**src/design/kgsr_pkg.sv**
```systemverilog
// ----------------------------------------------------------------------------
// K-group stream reverser package
// Shared widths and control codes for the group reverser and its cell chain.
// ----------------------------------------------------------------------------
package kgsr_pkg;

    localparam int MAX_GROUP  = 64;
    localparam int DATA_WIDTH = 16;
    localparam int COUNT_W    = $clog2(MAX_GROUP + 1);

    typedef logic [DATA_WIDTH-1:0] word_t;
    typedef logic [COUNT_W-1:0]    count_t;

    // shift direction for the whole chain
    typedef enum logic [1:0] {
        OP_HOLD,
        OP_UP,
        OP_DOWN
    } chain_op_t;

    typedef struct packed {
        chain_op_t op;
        word_t     in_word;
    } chain_ctrl_t;

    typedef enum logic [1:0] {
        ST_FILL,
        ST_ALIGN,
        ST_DRAIN_REV,
        ST_DRAIN_FWD
    } state_t;

endpackage

```
**src/design/kgsr_cell.sv**
```systemverilog
// ----------------------------------------------------------------------------
// K-group reverser cell
// One word of storage that takes the word of its lower or upper neighbor.
// ----------------------------------------------------------------------------
module kgsr_cell (
    input  logic               aclk,
    input  kgsr_pkg::chain_op_t op,
    input  kgsr_pkg::word_t    lower_word,
    input  kgsr_pkg::word_t    upper_word,
    output kgsr_pkg::word_t    word
);
    import kgsr_pkg::*;

    word_t word_reg;

    always_ff @(posedge aclk) begin
        case (op)
            OP_UP:   word_reg <= lower_word;
            OP_DOWN: word_reg <= upper_word;
            default: word_reg <= word_reg;
        endcase
    end

    assign word = word_reg;

endmodule

```
**src/design/kgsr_chain.sv**
```systemverilog
// ----------------------------------------------------------------------------
// K-group reverser cell chain
// Row of cells shifting up on push and down on pop, open at both ends.
// ----------------------------------------------------------------------------
module kgsr_chain (
    input  logic                  aclk,
    input  kgsr_pkg::chain_ctrl_t ctrl,
    output kgsr_pkg::word_t       bottom_word,
    output kgsr_pkg::word_t       top_word
);
    import kgsr_pkg::*;

    word_t cell_word [MAX_GROUP];

    for (genvar i = 0; i < MAX_GROUP; i++) begin : g_cell
        word_t lower_w;
        word_t upper_w;

        if (i == 0) begin : g_bottom
            assign lower_w = ctrl.in_word;
        end else begin : g_lower
            assign lower_w = cell_word[i-1];
        end

        if (i == MAX_GROUP - 1) begin : g_top
            assign upper_w = '0;
        end else begin : g_upper
            assign upper_w = cell_word[i+1];
        end

        kgsr_cell u_cell (
            .aclk       (aclk),
            .op         (ctrl.op),
            .lower_word (lower_w),
            .upper_word (upper_w),
            .word       (cell_word[i])
        );
    end

    assign bottom_word = cell_word[0];
    assign top_word    = cell_word[MAX_GROUP-1];

endmodule

```
**src/design/k_group_stream_reverser.sv**
```systemverilog
// ----------------------------------------------------------------------------
// K-group stream reverser
// Collects words into groups of group_size and sends each group reversed;
// a partial group closed by list end goes out in arrival order.
// ----------------------------------------------------------------------------
// Usage:
//   Input words arrive on s_valid/s_ready with s_data_word and s_list_end.
//   Results leave on m_valid/m_ready with m_out_word, m_run_last (last word
//   caused by one input word) and m_list_last (last word of a list).
//   group_size is written through cfg_wr_en/cfg_wr_data while idle; 0 acts
//   as 1 and values above 64 act as 64.
// Throughput and order:
//   Words are taken one per cycle while a group fills. The word that
//   completes a group starts a drain, one word per cycle while the
//   receiver keeps up, from the bottom of a 64-cell shift chain; the first
//   result is registered once the drain has begun and the output register
//   is free. A partial group closed by list end is first shifted up until
//   its oldest word is in the top cell, then drains from the top. No input is taken while draining.
// Reset and stall:
//   Reset empties the group, clears the output valid flag and sets group_size
//   to 1. A stalled receiver holds the output word and pauses the drain.
// ----------------------------------------------------------------------------
module k_group_stream_reverser (
    input  logic                  aclk,
    input  logic                  aresetn,
    input  logic                  cfg_wr_en,
    input  logic [6:0]            cfg_wr_data,
    input  logic                  s_valid,
    output logic                  s_ready,
    input  kgsr_pkg::word_t       s_data_word,
    input  logic                  s_list_end,
    output logic                  m_valid,
    input  logic                  m_ready,
    output kgsr_pkg::word_t       m_out_word,
    output logic                  m_run_last,
    output logic                  m_list_last
);
    import kgsr_pkg::*;

    state_t      state_reg, state_next;
    count_t      fill_cnt_reg, fill_cnt_next;
    count_t      rem_cnt_reg, rem_cnt_next;
    count_t      step_cnt_reg, step_cnt_next;
    logic        end_reg, end_next;
    logic [6:0]  cfg_size_reg;
    logic        m_valid_reg, m_valid_next;
    word_t       m_word_reg, m_word_next;
    logic        m_run_last_reg, m_run_last_next;
    logic        m_list_last_reg, m_list_last_next;

    count_t      eff_size;
    count_t      fill_inc;
    logic        last_word;
    chain_ctrl_t chain_ctrl;
    word_t       bottom_word;
    word_t       top_word;

    kgsr_chain u_chain (
        .aclk        (aclk),
        .ctrl        (chain_ctrl),
        .bottom_word (bottom_word),
        .top_word    (top_word)
    );

    always_comb begin
        if (cfg_size_reg == 7'd0) begin
            eff_size = count_t'(1);
        end else if ({1'b0, cfg_size_reg} > 8'(MAX_GROUP)) begin
            eff_size = count_t'(MAX_GROUP);
        end else begin
            eff_size = count_t'(cfg_size_reg);
        end
    end

    assign fill_inc  = fill_cnt_reg + count_t'(1);
    assign last_word = (rem_cnt_reg == count_t'(1));

    always_comb begin
        state_next       = state_reg;
        fill_cnt_next    = fill_cnt_reg;
        rem_cnt_next     = rem_cnt_reg;
        step_cnt_next    = step_cnt_reg;
        end_next         = end_reg;
        m_valid_next     = m_valid_reg;
        m_word_next      = m_word_reg;
        m_run_last_next  = m_run_last_reg;
        m_list_last_next = m_list_last_reg;
        chain_ctrl.op      = OP_HOLD;
        chain_ctrl.in_word = s_data_word;

        if (m_ready) begin
            m_valid_next = 1'b0;
        end

        unique case (state_reg)
            ST_FILL: begin
                if (s_valid) begin
                    chain_ctrl.op = OP_UP;
                    end_next      = s_list_end;
                    if (fill_inc >= eff_size) begin
                        fill_cnt_next = '0;
                        rem_cnt_next  = fill_inc;
                        state_next    = ST_DRAIN_REV;
                    end else if (s_list_end) begin
                        fill_cnt_next = '0;
                        rem_cnt_next  = fill_inc;
                        step_cnt_next = count_t'(MAX_GROUP) - fill_inc;
                        state_next    = ST_ALIGN;
                    end else begin
                        fill_cnt_next = fill_inc;
                    end
                end
            end
            ST_ALIGN: begin
                chain_ctrl.op = OP_UP;
                step_cnt_next = step_cnt_reg - count_t'(1);
                if (step_cnt_reg == count_t'(1)) begin
                    state_next = ST_DRAIN_FWD;
                end
            end
            ST_DRAIN_REV, ST_DRAIN_FWD: begin
                if (!m_valid_reg || m_ready) begin
                    if (state_reg == ST_DRAIN_REV) begin
                        chain_ctrl.op = OP_DOWN;
                        m_word_next   = bottom_word;
                    end else begin
                        chain_ctrl.op = OP_UP;
                        m_word_next   = top_word;
                    end
                    m_valid_next     = 1'b1;
                    m_run_last_next  = last_word;
                    m_list_last_next = last_word && end_reg;
                    rem_cnt_next     = rem_cnt_reg - count_t'(1);
                    if (last_word) begin
                        state_next = ST_FILL;
                    end
                end
            end
            default: begin
                state_next = ST_FILL;
            end
        endcase
    end

    always_ff @(posedge aclk) begin
        if (!aresetn) begin
            state_reg    <= ST_FILL;
            fill_cnt_reg <= '0;
            rem_cnt_reg  <= '0;
            step_cnt_reg <= '0;
            end_reg      <= 1'b0;
            cfg_size_reg <= 7'd1;
            m_valid_reg  <= 1'b0;
        end else begin
            state_reg    <= state_next;
            fill_cnt_reg <= fill_cnt_next;
            rem_cnt_reg  <= rem_cnt_next;
            step_cnt_reg <= step_cnt_next;
            end_reg      <= end_next;
            m_valid_reg  <= m_valid_next;
            if (cfg_wr_en) begin
                cfg_size_reg <= cfg_wr_data;
            end
        end
    end

    always_ff @(posedge aclk) begin
        m_word_reg      <= m_word_next;
        m_run_last_reg  <= m_run_last_next;
        m_list_last_reg <= m_list_last_next;
    end

    assign s_ready     = (state_reg == ST_FILL);
    assign m_valid     = m_valid_reg;
    assign m_out_word  = m_word_reg;
    assign m_run_last  = m_run_last_reg;
    assign m_list_last = m_list_last_reg;

    a_fill_bound: assert property (@(posedge aclk) disable iff (!aresetn)
        fill_cnt_reg < count_t'(MAX_GROUP))
        else $error("group fill count out of range");

    a_drain_nonempty: assert property (@(posedge aclk) disable iff (!aresetn)
        (state_reg == ST_DRAIN_REV || state_reg == ST_DRAIN_FWD) |-> rem_cnt_reg != '0)
        else $error("drain with no words left");

    a_end_drains: assert property (@(posedge aclk) disable iff (!aresetn)
        (s_valid && s_ready && s_list_end) |=> state_reg != ST_FILL)
        else $error("list end did not start a drain");

    a_list_last_run: assert property (@(posedge aclk) disable iff (!aresetn)
        (m_valid && m_list_last) |-> m_run_last)
        else $error("list_last without run_last");

endmodule
```
**config.mk**
```make
export PLATFORM = sky130hd
export DESIGN_NAME = k_group_stream_reverser
export DESIGN_NICKNAME = d
export VERILOG_FILES = /design/src/design/kgsr_pkg.sv /design/src/design/kgsr_cell.sv /design/src/design/kgsr_chain.sv /design/src/design/k_group_stream_reverser.sv
export SDC_FILE = /design/constraint.sdc
export NUM_CORES = 2
export LEC_CHECK = 0
export BUFFER_PORTS_ARGS = -buffer_cell sky130_fd_sc_hd__buf_2
export CAP_MARGIN = 15
export CORE_MARGIN = 4
export CORE_UTILIZATION = 51
export CTS_BUF_LIST = sky130_fd_sc_hd__clkbuf_16
export CTS_CLUSTER_SIZE = 12
export DETAILED_ROUTE_END_ITERATION = 8
export PLACE_DENSITY = 0.73
export REMOVE_ABC_BUFFERS = 1
export SETUP_SLACK_MARGIN = 0.2
export SLEW_MARGIN = 30
export SYNTH_ARGS = -nofsm -noshare
export SYNTH_HDL_FRONTEND = slang
export SYNTH_SLANG_ARGS = --single-unit
```
**constraint.sdc**
```tcl
create_clock -name aclk -period 49 [get_ports aclk]
set_clock_uncertainty 0.05 [all_clocks]
set_input_delay 7.35 -clock aclk [delete_from_list [all_inputs] [get_ports aclk]]
set_output_delay 7.35 -clock aclk [all_outputs]
set_load 0.005 [all_outputs]
```
== After elaboration in Yosys (flattened, before gate mapping) ==
Cells that the tools add are included.
Widths: inputs -> output; s select.
Storage, ports and cells
  output and inout bits: 20
  memories: 0
  bits in read-only memories: 0
  bits in latches: 0
  word-level logic and storage cells: 200
  bits of input ports: 29
  memory bits (writable): 0
  flip-flop bits (word level): 1074
Cells by class
  eq/ne operators: 14
  $lt $le $gt $ge: 2
  multiplexer cells: 92
  bitwise operators: 0
  multiply operators: 0
  divide/modulo/power cells: 0
  reduce and logical (&&, ||, !) cells: 14
  add/subtract/negate cells: 4
  shifts and indexed selects: 0
Operators with widths (number)
  $pmux 16 s2: 64
  $mux 7: 11
  $pmux 7 s2: 2
  $mux 16: 1
  $mux 2: 8
  $eq 7x1->1 const B: 2
  $sub 7x1->7 const B: 2
  $pmux 2 s3: 2
  $ne 2x2->1 const B: 5
  $reduce_and 4->1: 2
  $add 7x1->7 const B: 1
  $ge 7x7->1: 1
  $gt 7x7->1 const B: 1
  $logic_not 7->1: 1
  $sub 7x7->7 const A: 1
  $eq 2x2->1 const B: 3
  $reduce_bool 2->1: 3
  $reduce_and 5->1: 1
  $eq 2x1->1 const B: 2
  $mux 1: 4
  $reduce_and 2->1: 2
  $ne 3x1->1 const B: 1
  $logic_not 2->1: 1
  $ne 2x1->1 const B: 1
  4 further kinds: 4

== Depth between registers and ports, before layout ==
  depth after elaboration: 7
  mapped depth: 12
  mapped depth without buffers: 10

== Hierarchy ==
Synthesis repeated with hierarchy kept, for this count alone.
Unflattened totals
  cells, all modules: 2666
  area, all modules: 50830.0 um2
By module, submodules not included
  kgsr_cell: seq. area each 480.5 um2, area each 749.5 um2, times used 64, cells an instance 37
  k_group_stream_reverser: seq. area each 1181.1 um2, area each 2860.2 um2, times used 1, cells an instance 297
  kgsr_chain: seq. area each 0.0 um2, area each 3.8 um2, times used 1, cells an instance 1

== Worst setup path after synthesis ==
Ideal clock, no wire load.
  path kind: input to register
  from: input port m_ready
  to: register u_chain.g_cell[0].u_cell.word_reg[0], enable pin
  path slack: 19.645 ns
  stages: 5
  path buffers: 0
  arrival time: 27.939 ns
  setup time: 1.366 ns
  data required time: 47.584 ns
  cell sequence: nor2b_1 nand2b_1 nor2_1 ha_1 inv_1
Between the ends
  word-level cells in the longest chain between the ends: 5
  elaborated cells on any way between the ends: 6
  classes of those cells: 2 x eq/ne; 2 x mux; 2 x reduce/logical
RTL lines
  from (decl): line k_group_stream_reverser.sv:33  | input logic m_ready,
  $logic_or 1x1->1 (*): line k_group_stream_reverser.sv:122  | if (!m_valid_reg || m_ready) begin
  $mux 2 (*): line k_group_stream_reverser.sv:122
  $pmux 2 s3 (*): line k_group_stream_reverser.sv:95  | unique case (state_reg)
  $eq 2x2->1 / $eq 2x1->1 (equally long branches): line kgsr_cell.sv:17  | case (op)
  $reduce_bool 2->1 (no line) (*)
  to (signal assigned): line kgsr_cell.sv:18  | OP_UP: word_reg <= lower_word;
  to (signal assigned): line kgsr_cell.sv:19  | OP_DOWN: word_reg <= upper_word;
  to (signal assigned): line kgsr_cell.sv:20  | default: word_reg <= word_reg;
  to (decl): line kgsr_cell.sv:14  | word_t word_reg;
Mark *: on every way between the ends. The rest lies on a longest branch, timed or not.
A chain may end at the register's enable or synchronous reset.

== Worst setup path after layout ==
  from: input port m_ready
  to: register u_chain.g_cell[29].u_cell.word_reg[5], enable pin
Between the ends
  word-level cells in the longest chain between the ends: 5
  elaborated cells on any way between the ends: 6
  classes of those cells: 2 x eq/ne; 2 x mux; 2 x reduce/logical
RTL lines (line)
  $logic_or 1x1->1 (*): k_group_stream_reverser.sv:122
  $mux 2 (*): k_group_stream_reverser.sv:122
  $pmux 2 s3 (*): k_group_stream_reverser.sv:95
  $eq 2x2->1 / $eq 2x1->1 (equally long branches): kgsr_cell.sv:17
  $reduce_bool 2->1 (no line) (*)
  to (signal assigned): kgsr_cell.sv:18
  to (signal assigned): kgsr_cell.sv:19
  to (signal assigned): kgsr_cell.sv:20
  to (decl): kgsr_cell.sv:14
Marked as above.

==> impl_results.md <==
* Power Density at approximately 57 nW/um^2
* Tightest Hold Check Type: register to register
* Final setup TNS at 0 ps
* Post-synthesis mux area share at ~26%
* Status: finished, final reports clean
* Hold buffers post-CTS at 0
* RSZ-0062 raised after global routing: false
* Xor and xnor fraction of the mapped netlist area at less than 1%
* Wire length per cell at about 17 um
* Initial antenna violation count at 0
* Terminus of the critical flop-to-flop path: u_chain.g_cell[20].u_cell.word[2]
* First-pass GRT wire length at roughly 110000 um
* CP Max Fanout at ~130
* Post-synth EDFFs at 1042
* Max FFs per register at about 1000
* Routability cong. at 0.772
* TritonRoute pass-1 iters at 5
* ANT nets after route at 0
* Layout Nets at around 2600
* Worst path top cell family by delay: buffers and inverters
* Design area at ~50000 sq um
* Clock H-tree levels at 3
* Clk_lat worst skew at ~650 ps
* Die footprint at 94100 sq um
* Yosys top cell area share at just under 70%
* Clock Tree Root: clkbuf_16
* Reg2Reg Depth at 8
* Crit. End Element: register
* Critical Path AT at around 12000 ps
* Number of global-route vias before repair at around 21000
* Hold Fails Final Rpt at 0
* Mapped Area at 45500 sq um
* Global route overflow at 0
* Worst setup SP type: input port
* Worst-Margin Slew at 976 ps
* IO Port Bufs at between 40 and 50
* Maximum vdd drop at approximately 38 uV
* All-Layer GR Usage at 13.6%
* Io pins at 49
* Post-synthesis adder-cell area fraction at less than 1%
* Crit path time final at approximately 11000 ps
* CTS sink cnt at 1074
* Seq cells post-synth at between 1000 and 1500
* Ys async rst share at 0%
* Unique masters post-synth at 52
* Area growth, synth to finish at 10.5%
* Kind of critical path: input port to register
* Final WL at about 65000 um
* Share of post-route cells with drive strength above 1 at roughly 47%
* Maximum clock frequency at 0.0881 GHz
* DIE HEIGHT at about 310 um
* Critical Path End: u_chain.g_cell[29].u_cell.word[5]
* Max_slew headroom at a little over a third
* WP data required at 49230 ps
* Leak at between 0.015 and 0.02 uW
* Largest net degree at the start of global routing at approximately 220
* DP Wirelength at approximately 37000 um
* Commonest non-fill, non-tap cell in the layout: edfxtp_1
* Row count at between 100 and 150
* Setup repair bufs after CTS at 0
* Cell taking the most area after synthesis: edfxtp_1
* PostCTS Resize Cnt at 0
* Slew Limit Fails at 0
* Worst setup startpoint: m_ready
* Largest cells by area after synthesis: edfxtp_1 (69%), mux2_2 (25%), dfxtp_1 (1.4%)
* Starting Density at 51.5%
* WP depth at 10
* Setup-failing EPs final at 0
* Post-synthesis compound-gate area fraction at less than 1%
* Number of buffers created by CTS at between 100 and 150
* CP Cell Sequence: buf_2, nor2b_1, nand2b_1, nor2_1, ha_4, inv_8, buf_12, buf_16, buf_4, buf_6
* Post-synthesis sequential area ratio at around 70%
* Starting DRT DRC Count at 1694
* Placed cell area at around 47000 sq um
* Die Span X at ~310 um
* Reg2Reg Setup Slack at around 44000 ps
* Core Area at between 80000 and 90000 sq um
* CP max stage cell: buf_4
* Number of vias per cell at around 5.5
* Syn avg cell area at 18.4 sq um
* Number of synthesis warnings at 0
* Clock transition at path regs at roughly 60 ps
* Crit-path max cell delay at around 740 ps
* Period utilisation layout at approximately 23%
* Simple-gate share of the synthesized area at 1.60%
* Via count at a little over 20000
* Max-Cap Viols at 0
* Buf/Inv on CP at 6
* Most used flip-flop cell after synthesis: edfxtp_1
* Main combinational cell family by area after synthesis: multiplexers
* Most frequent cells in the layout: edfxtp_1 (1042), mux2_2 (1024), clkbuf_16 (113)
* Worst r2r src: state_reg[1]
* Synth Instances at around 2500
* CTS tree: done
* Clock buffer depth at 3
* Residual DRC at 0
per-layer routing:
layer | wire, um | track usage (%) | up-vias
li1 | - | - | 9881
met5 | 0 | 0 | -
met4 | 1340 | 4.35 | 0
met1 | 29900 | 18.8 | 10485
met3 | 2420 | 2.49 | 106
met2 | 31600 | 22.0 | 289
stage by stage:
stage	power, uW	std cells	utilization (%)	worst slack, ps	hold WS (ps)
2_1_floorplan	2320	2347	-	15160	382
6_report	2860	3774	56.8	37650	427
4_1_cts	2900	3767	56.7	37150	429
5_1_grt	3020	3773	56.8	37340	463
3_3_place_gp	2070	3576	53.0	36640	391
3_5_place_dp	2130	3576	53.0	36470	415
power breakdown:
group | internal, uW | switching (uW)
Sequential | 1470 | 154
Combinational | 268 | 213
Clock | 427 | 326
logic make-up after synthesis:
| logic type | count (synthesis) |
|---|---|
| AND/OR/NAND/NOR | 139 |
| flip-flops | 1074 |
| buffers and inverters | 145 |
| AO/OA/AOI/OAI | 65 |
| multiplexers | 1033 |
| adder cells (fa/ha/maj) | 13 |
| XOR/XNOR | 9 |
worst min-delay path, stage by stage (launching register included):
cell     delay (ps)
dfxtp_1         320
mux2i_1          70
nand2_1          60
cells in the mapped netlist, types with 2 or more instances:
library cell,instances
a31oi_1,9
o31ai_1,2
nor3b_1,3
nand2_1,31
a21o_1,2
mux2i_1,9
mux2_2,1024
or3_1,7
a211o_1,2
nor4_1,2
dfxtp_1,32
nor2b_1,21
a22oi_1,2
clkbuf_1,91
inv_1,12
and2_1,4
buf_2,39
nand2b_1,8
o211ai_1,6
o221ai_1,2
nand3_1,16
nand4_1,6
xnor2_1,4
a211oi_1,2
a21oi_1,19
and3_1,3
nor3_1,8
nor2_1,22
ha_1,13
xor2_1,5
o21ai_0,9
edfxtp_1,1042
or4_1,2
cell type report:
class / count / area (sq um)
fillers: 6446 / 38200
flip-flops and latches: 1074 / 31900
multi-input cells: 1259 / 13000
clock buffers: 113 / 2830
well taps: 1165 / 1460
repair buffers: 70 / 596
clock inverters: 78 / 407
inverters: 14 / 62.6
diodes: 1 / 2.50
how the worst min path moves through the flow:
stage	start	endpoint	slack, ps	cells after the start
floorplan	end_reg	end_reg	380	2
global placement	end_reg	end_reg	390	2
detailed placement	cfg_size_reg[0]	cfg_size_reg[0]	420	2
CTS	cfg_size_reg[0]	cfg_size_reg[0]	430	2
global route	end_reg	end_reg	460	2
finish	cfg_size_reg[0]	cfg_size_reg[0]	430	2
No activity file was read; power rests on OpenSTA's default activity.
